===== src/rtl/mcss_pkg.sv =====
`timescale 1ns / 1ps
// ----------------------------------------------------------------------------
// mcss_pkg
// Shared types and constants for the mesh clock slew synchroniser.
// ----------------------------------------------------------------------------
package mcss_pkg;

  localparam int unsigned QueueDepth     = 2;
  localparam logic [30:0] MaxAdjustReset = 31'd1000;

  typedef enum logic [2:0] {
    ActNone  = 3'd0,
    ActOlder = 3'd1,
    ActFwd   = 3'd2,
    ActBack  = 3'd3,
    ActJump  = 3'd4
  } act_e;

  // classified beat as held in the queue
  typedef struct packed {
    logic        is_pkt;
    logic [31:0] now;
    logic [31:0] remote;
    logic [31:0] rage;
    logic [31:0] query;
    logic [31:0] new_start;
  } item_t;

endpackage


===== src/rtl/mcss_front.sv =====
`timescale 1ns / 1ps
// ----------------------------------------------------------------------------
// mcss_front
// Classifies an incoming beat and precomputes the candidate sync start.
// ----------------------------------------------------------------------------
module mcss_front (
  input  logic               req_type_i,
  input  logic [31:0]        now_ms_i,
  input  logic               length_ok_i,
  input  logic [31:0]        remote_synced_ms_i,
  input  logic [31:0]        remote_age_ms_i,
  input  logic [31:0]        query_synced_ms_i,
  output mcss_pkg::item_t    item_o
);

  logic [33:0] age3;

  // exact 3 * age, then floor divide by four
  assign age3 = {2'b00, remote_age_ms_i} + {1'b0, remote_age_ms_i, 1'b0};

  always_comb begin
    item_o.is_pkt    = req_type_i & length_ok_i;
    item_o.now       = now_ms_i;
    item_o.remote    = remote_synced_ms_i;
    item_o.rage      = remote_age_ms_i;
    item_o.query     = query_synced_ms_i;
    item_o.new_start = now_ms_i - age3[33:2];
  end

endmodule


===== src/rtl/mcss_queue.sv =====
`timescale 1ns / 1ps
// ----------------------------------------------------------------------------
// mcss_queue
// Small FIFO decoupling the classifier from the execution pipeline.
// ----------------------------------------------------------------------------
module mcss_queue #(
  parameter int unsigned Depth = mcss_pkg::QueueDepth
) (
  input  logic            clk_i,
  input  logic            rst_ni,
  input  logic            push_i,
  input  mcss_pkg::item_t wdata_i,
  output logic            full_o,
  output logic            valid_o,
  input  logic            pop_i,
  output mcss_pkg::item_t rdata_o
);

  localparam int unsigned PtrW = (Depth > 1) ? $clog2(Depth) : 1;
  localparam int unsigned CntW = $clog2(Depth + 1);

  mcss_pkg::item_t mem_q [Depth];
  logic [PtrW-1:0] wr_ptr_q, rd_ptr_q;
  logic [CntW-1:0] count_q;
  logic            do_push, do_pop;

  assign full_o  = (count_q == CntW'(Depth));
  assign valid_o = (count_q != '0);
  assign do_push = push_i & ~full_o;
  assign do_pop  = pop_i & valid_o;
  assign rdata_o = mem_q[rd_ptr_q];

  always_ff @(posedge clk_i or negedge rst_ni) begin
    if (!rst_ni) begin
      wr_ptr_q <= '0;
      rd_ptr_q <= '0;
      count_q  <= '0;
    end else begin
      if (do_push) begin
        wr_ptr_q <= (wr_ptr_q == PtrW'(Depth - 1)) ? '0 : wr_ptr_q + 1'b1;
      end
      if (do_pop) begin
        rd_ptr_q <= (rd_ptr_q == PtrW'(Depth - 1)) ? '0 : rd_ptr_q + 1'b1;
      end
      if (do_push && !do_pop) begin
        count_q <= count_q + 1'b1;
      end else if (do_pop && !do_push) begin
        count_q <= count_q - 1'b1;
      end
    end
  end

  always_ff @(posedge clk_i) begin
    if (do_push) begin
      mem_q[wr_ptr_q] <= wdata_i;
    end
  end

endmodule


===== src/rtl/mcss_back.sv =====
`timescale 1ns / 1ps
// ----------------------------------------------------------------------------
// mcss_back
// Applies sync beats to the clock state and reports times in a second stage.
// ----------------------------------------------------------------------------
module mcss_back (
  input  logic               clk_i,
  input  logic               rst_ni,
  input  logic               cfg_we_i,
  input  logic [30:0]        cfg_wdata_i,
  input  logic               q_valid_i,
  input  mcss_pkg::item_t    q_item_i,
  output logic               q_pop_o,
  output logic               out_valid_o,
  input  logic               out_stall_i,
  output logic [31:0]        synced_now_ms_o,
  output logic [31:0]        query_local_ms_o,
  output logic [31:0]        sync_age_ms_o,
  output logic [2:0]         action_o,
  output logic signed [31:0] adjust_ms_o,
  output logic signed [31:0] remote_offset_ms_o
);

  function automatic logic [31:0] to_synced(input logic [31:0] loc, input logic [31:0] off,
                                            input logic [31:0] send, input logic fwd);
    logic [31:0] v;
    logic [31:0] left;
    v    = loc + off;
    left = send - loc;
    if (left != '0 && !left[31]) begin
      v = fwd ? (v - left) : (v + {1'b0, left[31:1]});
    end
    return v;
  endfunction

  function automatic logic [31:0] to_local(input logic [31:0] syn, input logic [31:0] off,
                                           input logic [31:0] send, input logic fwd);
    logic [31:0] v;
    logic [31:0] left;
    v    = syn - off;
    left = send - v;
    if (left != '0 && !left[31]) begin
      v = fwd ? (v + {1'b0, left[31:1]}) : (v - left);
    end
    return v;
  endfunction

  // clock state
  logic [30:0] max_adj_q;
  logic [31:0] off_q, off_d;
  logic [31:0] send_q, send_d;
  logic        sfwd_q, sfwd_d;
  logic [31:0] start_q, start_d;

  // execute stage
  logic        r1_valid_q;
  logic [31:0] r1_now_q, r1_query_q, r1_adj_q, r1_roff_q;
  mcss_pkg::act_e r1_act_q;

  // output register
  logic        out_valid_q;
  logic [31:0] o_sync_q, o_qloc_q, o_age_q, o_adj_q, o_roff_q;
  mcss_pkg::act_e o_act_q;

  logic           out_adv, pop;
  logic [31:0]    cur, roff, bwd, age;
  logic           older;
  mcss_pkg::act_e act_d;
  logic [31:0]    adj_d, roff_d;

  assign out_adv = ~out_valid_q | ~out_stall_i;
  assign pop     = q_valid_i & (~r1_valid_q | out_adv);
  assign q_pop_o = pop;

  always_comb begin
    cur     = to_synced(q_item_i.now, off_q, send_q, sfwd_q);
    roff    = q_item_i.remote - cur;
    bwd     = cur - q_item_i.remote;
    age     = q_item_i.now - start_q;
    older   = q_item_i.rage < age;
    off_d   = off_q;
    send_d  = send_q;
    sfwd_d  = sfwd_q;
    start_d = start_q;
    act_d   = mcss_pkg::ActNone;
    adj_d   = '0;
    roff_d  = '0;
    if (q_item_i.is_pkt) begin
      roff_d = roff;
      if (older) begin
        act_d = mcss_pkg::ActOlder;
      end else begin
        priority if (roff < {1'b0, max_adj_q}) begin
          sfwd_d = 1'b1;
          send_d = q_item_i.now + roff;
          act_d  = mcss_pkg::ActFwd;
          adj_d  = roff;
        end else if (bwd < {1'b0, max_adj_q}) begin
          sfwd_d = 1'b0;
          send_d = q_item_i.now + {bwd[30:0], 1'b0};
          act_d  = mcss_pkg::ActBack;
          adj_d  = roff;
        end else begin
          send_d = q_item_i.now;
          act_d  = mcss_pkg::ActJump;
          adj_d  = roff;
        end
        off_d   = q_item_i.remote - q_item_i.now;
        start_d = q_item_i.new_start;
      end
    end
  end

  always_ff @(posedge clk_i or negedge rst_ni) begin
    if (!rst_ni) begin
      max_adj_q   <= mcss_pkg::MaxAdjustReset;
      off_q       <= '0;
      send_q      <= '0;
      sfwd_q      <= 1'b0;
      start_q     <= '0;
      r1_valid_q  <= 1'b0;
      out_valid_q <= 1'b0;
    end else begin
      if (cfg_we_i) begin
        max_adj_q <= cfg_wdata_i;
      end
      if (pop) begin
        off_q   <= off_d;
        send_q  <= send_d;
        sfwd_q  <= sfwd_d;
        start_q <= start_d;
      end
      if (pop) begin
        r1_valid_q <= 1'b1;
      end else if (out_adv) begin
        r1_valid_q <= 1'b0;
      end
      if (out_adv) begin
        out_valid_q <= r1_valid_q;
      end
    end
  end

  // state registers always hold the post-update state of the beat in r1
  always_ff @(posedge clk_i) begin
    if (pop) begin
      r1_now_q   <= q_item_i.now;
      r1_query_q <= q_item_i.query;
      r1_act_q   <= act_d;
      r1_adj_q   <= adj_d;
      r1_roff_q  <= roff_d;
    end
    if (out_adv && r1_valid_q) begin
      o_sync_q <= to_synced(r1_now_q, off_q, send_q, sfwd_q);
      o_qloc_q <= to_local(r1_query_q, off_q, send_q, sfwd_q);
      o_age_q  <= r1_now_q - start_q;
      o_act_q  <= r1_act_q;
      o_adj_q  <= r1_adj_q;
      o_roff_q <= r1_roff_q;
    end
  end

  assign out_valid_o        = out_valid_q;
  assign synced_now_ms_o    = o_sync_q;
  assign query_local_ms_o   = o_qloc_q;
  assign sync_age_ms_o      = o_age_q;
  assign action_o           = o_act_q;
  assign adjust_ms_o        = o_adj_q;
  assign remote_offset_ms_o = o_roff_q;

endmodule


===== src/rtl/mesh_clock_slew_sync.sv =====
`timescale 1ns / 1ps
// An accepted beat passes through the queue, the execute register and the output register.
// Throughput: one beat per cycle while the output is not stalled; the clock state is updated as each beat is popped.
// Input stall rises only when the queue is full behind a stalled output.
// Reset: offset, slew end, slew direction and sync start clear to zero,
// the slew limit returns to 1000, queue and pipeline empty.
// ----------------------------------------------------------------------------
// mesh_clock_slew_sync
// Network-synchronised millisecond clock with slewing and jump correction.
// ----------------------------------------------------------------------------
module mesh_clock_slew_sync #(
  parameter int unsigned QueueDepth = mcss_pkg::QueueDepth
) (
  input  logic               clk_i,
  input  logic               rst_ni,
  input  logic               cfg_we_i,
  input  logic [30:0]        cfg_wdata_i,
  input  logic               in_valid_i,
  output logic               in_stall_o,
  input  logic               req_type_i,
  input  logic [31:0]        now_ms_i,
  input  logic               length_ok_i,
  input  logic [31:0]        remote_synced_ms_i,
  input  logic [31:0]        remote_age_ms_i,
  input  logic [31:0]        query_synced_ms_i,
  output logic               out_valid_o,
  input  logic               out_stall_i,
  output logic [31:0]        synced_now_ms_o,
  output logic [31:0]        query_local_ms_o,
  output logic [31:0]        sync_age_ms_o,
  output logic [2:0]         action_o,
  output logic signed [31:0] adjust_ms_o,
  output logic signed [31:0] remote_offset_ms_o
);

  mcss_pkg::item_t fe_item, q_item;
  logic            q_full, q_valid, q_pop;

  assign in_stall_o = q_full;

  mcss_front u_front (
    .req_type_i         (req_type_i),
    .now_ms_i           (now_ms_i),
    .length_ok_i        (length_ok_i),
    .remote_synced_ms_i (remote_synced_ms_i),
    .remote_age_ms_i    (remote_age_ms_i),
    .query_synced_ms_i  (query_synced_ms_i),
    .item_o             (fe_item)
  );

  mcss_queue #(
    .Depth (QueueDepth)
  ) u_queue (
    .clk_i   (clk_i),
    .rst_ni  (rst_ni),
    .push_i  (in_valid_i),
    .wdata_i (fe_item),
    .full_o  (q_full),
    .valid_o (q_valid),
    .pop_i   (q_pop),
    .rdata_o (q_item)
  );

  mcss_back u_back (
    .clk_i              (clk_i),
    .rst_ni             (rst_ni),
    .cfg_we_i           (cfg_we_i),
    .cfg_wdata_i        (cfg_wdata_i),
    .q_valid_i          (q_valid),
    .q_item_i           (q_item),
    .q_pop_o            (q_pop),
    .out_valid_o        (out_valid_o),
    .out_stall_i        (out_stall_i),
    .synced_now_ms_o    (synced_now_ms_o),
    .query_local_ms_o   (query_local_ms_o),
    .sync_age_ms_o      (sync_age_ms_o),
    .action_o           (action_o),
    .adjust_ms_o        (adjust_ms_o),
    .remote_offset_ms_o (remote_offset_ms_o)
  );

endmodule


===== config.mk =====
export PLATFORM = sky130hd
export DESIGN_NAME = mesh_clock_slew_sync
export DESIGN_NICKNAME = d
export VERILOG_FILES = /design/src/rtl/mcss_pkg.sv /design/src/rtl/mcss_front.sv /design/src/rtl/mcss_queue.sv /design/src/rtl/mcss_back.sv /design/src/rtl/mesh_clock_slew_sync.sv
export SDC_FILE = /design/constraint.sdc
export NUM_CORES = 2
export LEC_CHECK = 0
export BUFFER_PORTS_ARGS = -buffer_cell sky130_fd_sc_hd__buf_2
export CORE_ASPECT_RATIO = 0.8
export CORE_UTILIZATION = 35
export CTS_CLUSTER_DIAMETER = 120
export DETAILED_ROUTE_END_ITERATION = 8
export PLACE_DENSITY = 0.53
export SLEW_MARGIN = 20
export SYNTH_ARGS = -nofsm -noshare
export SYNTH_HDL_FRONTEND = slang
export SYNTH_SLANG_ARGS = --single-unit
export TNS_END_PERCENT = 20

===== constraint.sdc =====
create_clock -name clk_i -period 18.6 [get_ports clk_i]
set_input_delay 2.79 -clock clk_i [delete_from_list [all_inputs] [get_ports clk_i]]
set_output_delay 2.79 -clock clk_i [all_outputs]
set_load 0.005 [all_outputs]

==> metrics.cfg <==
[route]
first_iter_violations = 4211
drcViolationCount = 0
first_pass_iters = 6
routedWlPerCell_um = 23.1
wirelength_mm = 202
detail-route-antenna-nets = 0
vias = 47499
avgViaCountPerCell = 5.44

[grt]
antenna_found_initial = 21
grt_pass1_vias = 44716
grt_max_degree = 104
grt_pass1_wl_mm = 294
grt_usage_pct = 23.4
grt_overflow = 0

[clock_tree]
cts.clk_slew.worst_paths_ns = 0.07
htree_levels = 3
clk-insertion-delay-late_ns = 0.77
cts-resized-gates = 0
tritoncts = yes
clockBufferDepth = 3
cts-buffers-inserted = 85
cts.root.buffer_cell = clkbuf_16
clock-sinks = 750
post_cts_buffers = 0
holdBufCountCts = 0

[outcome]
status = completed

[critical_path]
cp-start-kind = flip-flop
crit_fanout = 47
cp_common_cell = o21ai_0
arrival_ns = 14.27
crit_type = flip-flop to flip-flop
crit_path_top_delay_cell = nor2_4
critPathBufInv = 4
end_kind = flip-flop
slowest_delay_ns = 0.86
required_ns = 19.22
reg2reg_slack_ns = 4.95
crit_family = compound AO/OA/AOI/OAI gates

[placement]
globalplace.congestion = 0.955
place_hpwl_mm = 163
numPortBuffers = 330

[sta]
timing.slew.headroom_pct = 24.1
setup_tns_ns = 0
worst_pin_slew_ns = 1.14
min_period_ns = 13.65
fmax_mhz = 73.3
setup_viol = 0
clock_skew_ns = 0.0545
rsz0062_at_grt = false
final-hold-violation-count = 0
finalCritPeriodShare_pct = 73.4
final-max-slew-violation-count = 0

[die]
initial_core_util_pct = 35.5
dieHeight_um = 368
rows = 133
pin_count = 331
dieArea_mm2 = 0.169
fp.coreArea_mm2 = 0.165
die_width_um = 460

[synthesis]
yosys_most_used_dff = edfxtp_1
synth_area_leader_cell = edfxtp_1
synthesis.nets = 6931
ys_seq_elements = 750
synth_fa_ha_area_share_pct = 14.6
synthTopCellsByArea = edfxtp_1 32%, ha_1 14%, dfrtp_1 5.5%
synthMuxAreaShare_pct = 4.83
synth_area_mm2 = 0.0587
synth_top_family_by_area = compound AO/OA/AOI/OAI gates
async_flop_share_pct = 17.9
synth_seq_area_share_pct = 37.3
synth-compound-area-share_pct = 19.2
synth_common_cells = 655 x ha_1, 616 x edfxtp_1, 479 x nor2_1, 460 x a21oi_1, 441 x inv_1
synth_most_common_cell = ha_1
synth_top_area_share_pct = 31.5
synth_area_per_cell_um2 = 9.63
synth_xor_area_share_pct = 7.43
synth_cell_type_count = 93
syn_inst = 6092
synthSimpleGateAreaFrac_pct = 12.9
yosysWarningCount = 0
synth_edf_count = 616

[final_layout]
ff_latch_area_mm2 = 0.0219
syn2layout_area_growth_pct = 12.7
multi_input_area_mm2 = 0.0347
layout.nets = 7262
num-fill-cells = 16474
layout-drive-gt1-share_pct = 11.9

[worst_hold_path]
hold_path_class = flip-flop to flip-flop

[run]
drv_cap = 0

[sequential cells by signal, indices dropped and copies added (netlist names), 31 cells and up]
register,cells
u_back.r1_now_q,32
u_back.sync_age_ms_o,32
u_back.adjust_ms_o,32
u_back.synced_now_ms_o,32
u_back.r1_adj_q,32
u_back.off_q,32
u_back.max_adj_q,31
u_back.r1_query_q,32
u_back.send_q,32
u_back.query_local_ms_o,32
u_back.start_q,32
u_queue.mem_q,322
u_back.remote_offset_ms_o,32
u_back.r1_roff_q,32
[final cells by class]
cell class	instances	share of cell area, %
diodes	1	0.00378
clock buffers	101	3.38
clock inverters	59	1.20
inverters	441	2.51
multi-input cells	4756	52.4
flip-flops and latches	750	33.1
well taps	2227	4.21
repair buffers	389	3.20
[cells by family after synthesis]
logic type,after synthesis
xor+xnor,498
buf+inv,586
simple gates,1581
fa+ha+maj,673
mux,265
compound gates,1739
flops,750
[metrics by stage]
step | setup WS, ns | util, % | area (µm²) | std cells | hold WS [ns]
finish | 4.95 | 40.0 | 66100 | 8724 | 0.415
global route | 3.73 | 40.0 | 66100 | 8724 | 0.422
detailed placement | 5.36 | 38.1 | 63100 | 8563 | 0.405
global placement | 5.57 | 38.1 | 63100 | 8563 | 0.403
floorplan | 3.16 | - | 58700 | 6092 | 0.400
CTS | 5.27 | 40.0 | 66100 | 8723 | 0.416
[placed cells by master (no fill, tap or decap), types with 85 or more instances in the layout]
cell type | synthesis | layout
clkbuf_16 | 0 | 85
a21o_1 | 200 | 200
mux2_2 | 130 | 130
ha_1 | 655 | 655
mux2i_1 | 122 | 121
nor2_1 | 479 | 476
xor2_1 | 187 | 187
nand3_1 | 113 | 112
nand2_1 | 398 | 398
nor3_1 | 116 | 116
dfrtp_1 | 128 | 126
buf_2 | 11 | 329
o21a_1 | 115 | 115
o21ai_0 | 402 | 402
a21oi_1 | 460 | 459
edfxtp_1 | 616 | 616
nand2b_1 | 99 | 99
xnor2_1 | 311 | 311
inv_1 | 441 | 439
[worst paths after layout]
kind | start | endpoint | depth (start not counted)
worst min-delay path | u_back.r1_roff_q[0] | u_back.remote_offset_ms_o[0] | 0
min in group asynchronous | rst_ni | u_back.start_q[0] | 1
worst min register to register | u_back.r1_roff_q[0] | u_back.remote_offset_ms_o[0] | 0
max in group asynchronous | rst_ni | u_back.max_adj_q[28] | 3
worst max-delay path | u_queue.rd_ptr_q | u_back.send_q[6] | 45
worst max register to register | u_queue.rd_ptr_q | u_back.send_q[6] | 45
[metal layers]
layer  up-vias  GRT usage, %  share of wire (%)
met1     22862          33.8                 48
met4         4          5.30                2.3
met3       221          3.74                5.9
met2      1323          36.2                 44
met5         -             0              0.011
li1      23089             -                  -
Power is left out: the tool's default activity adds up to more than one toggle a clock period on the data nets, which glitch-free logic cannot reach.
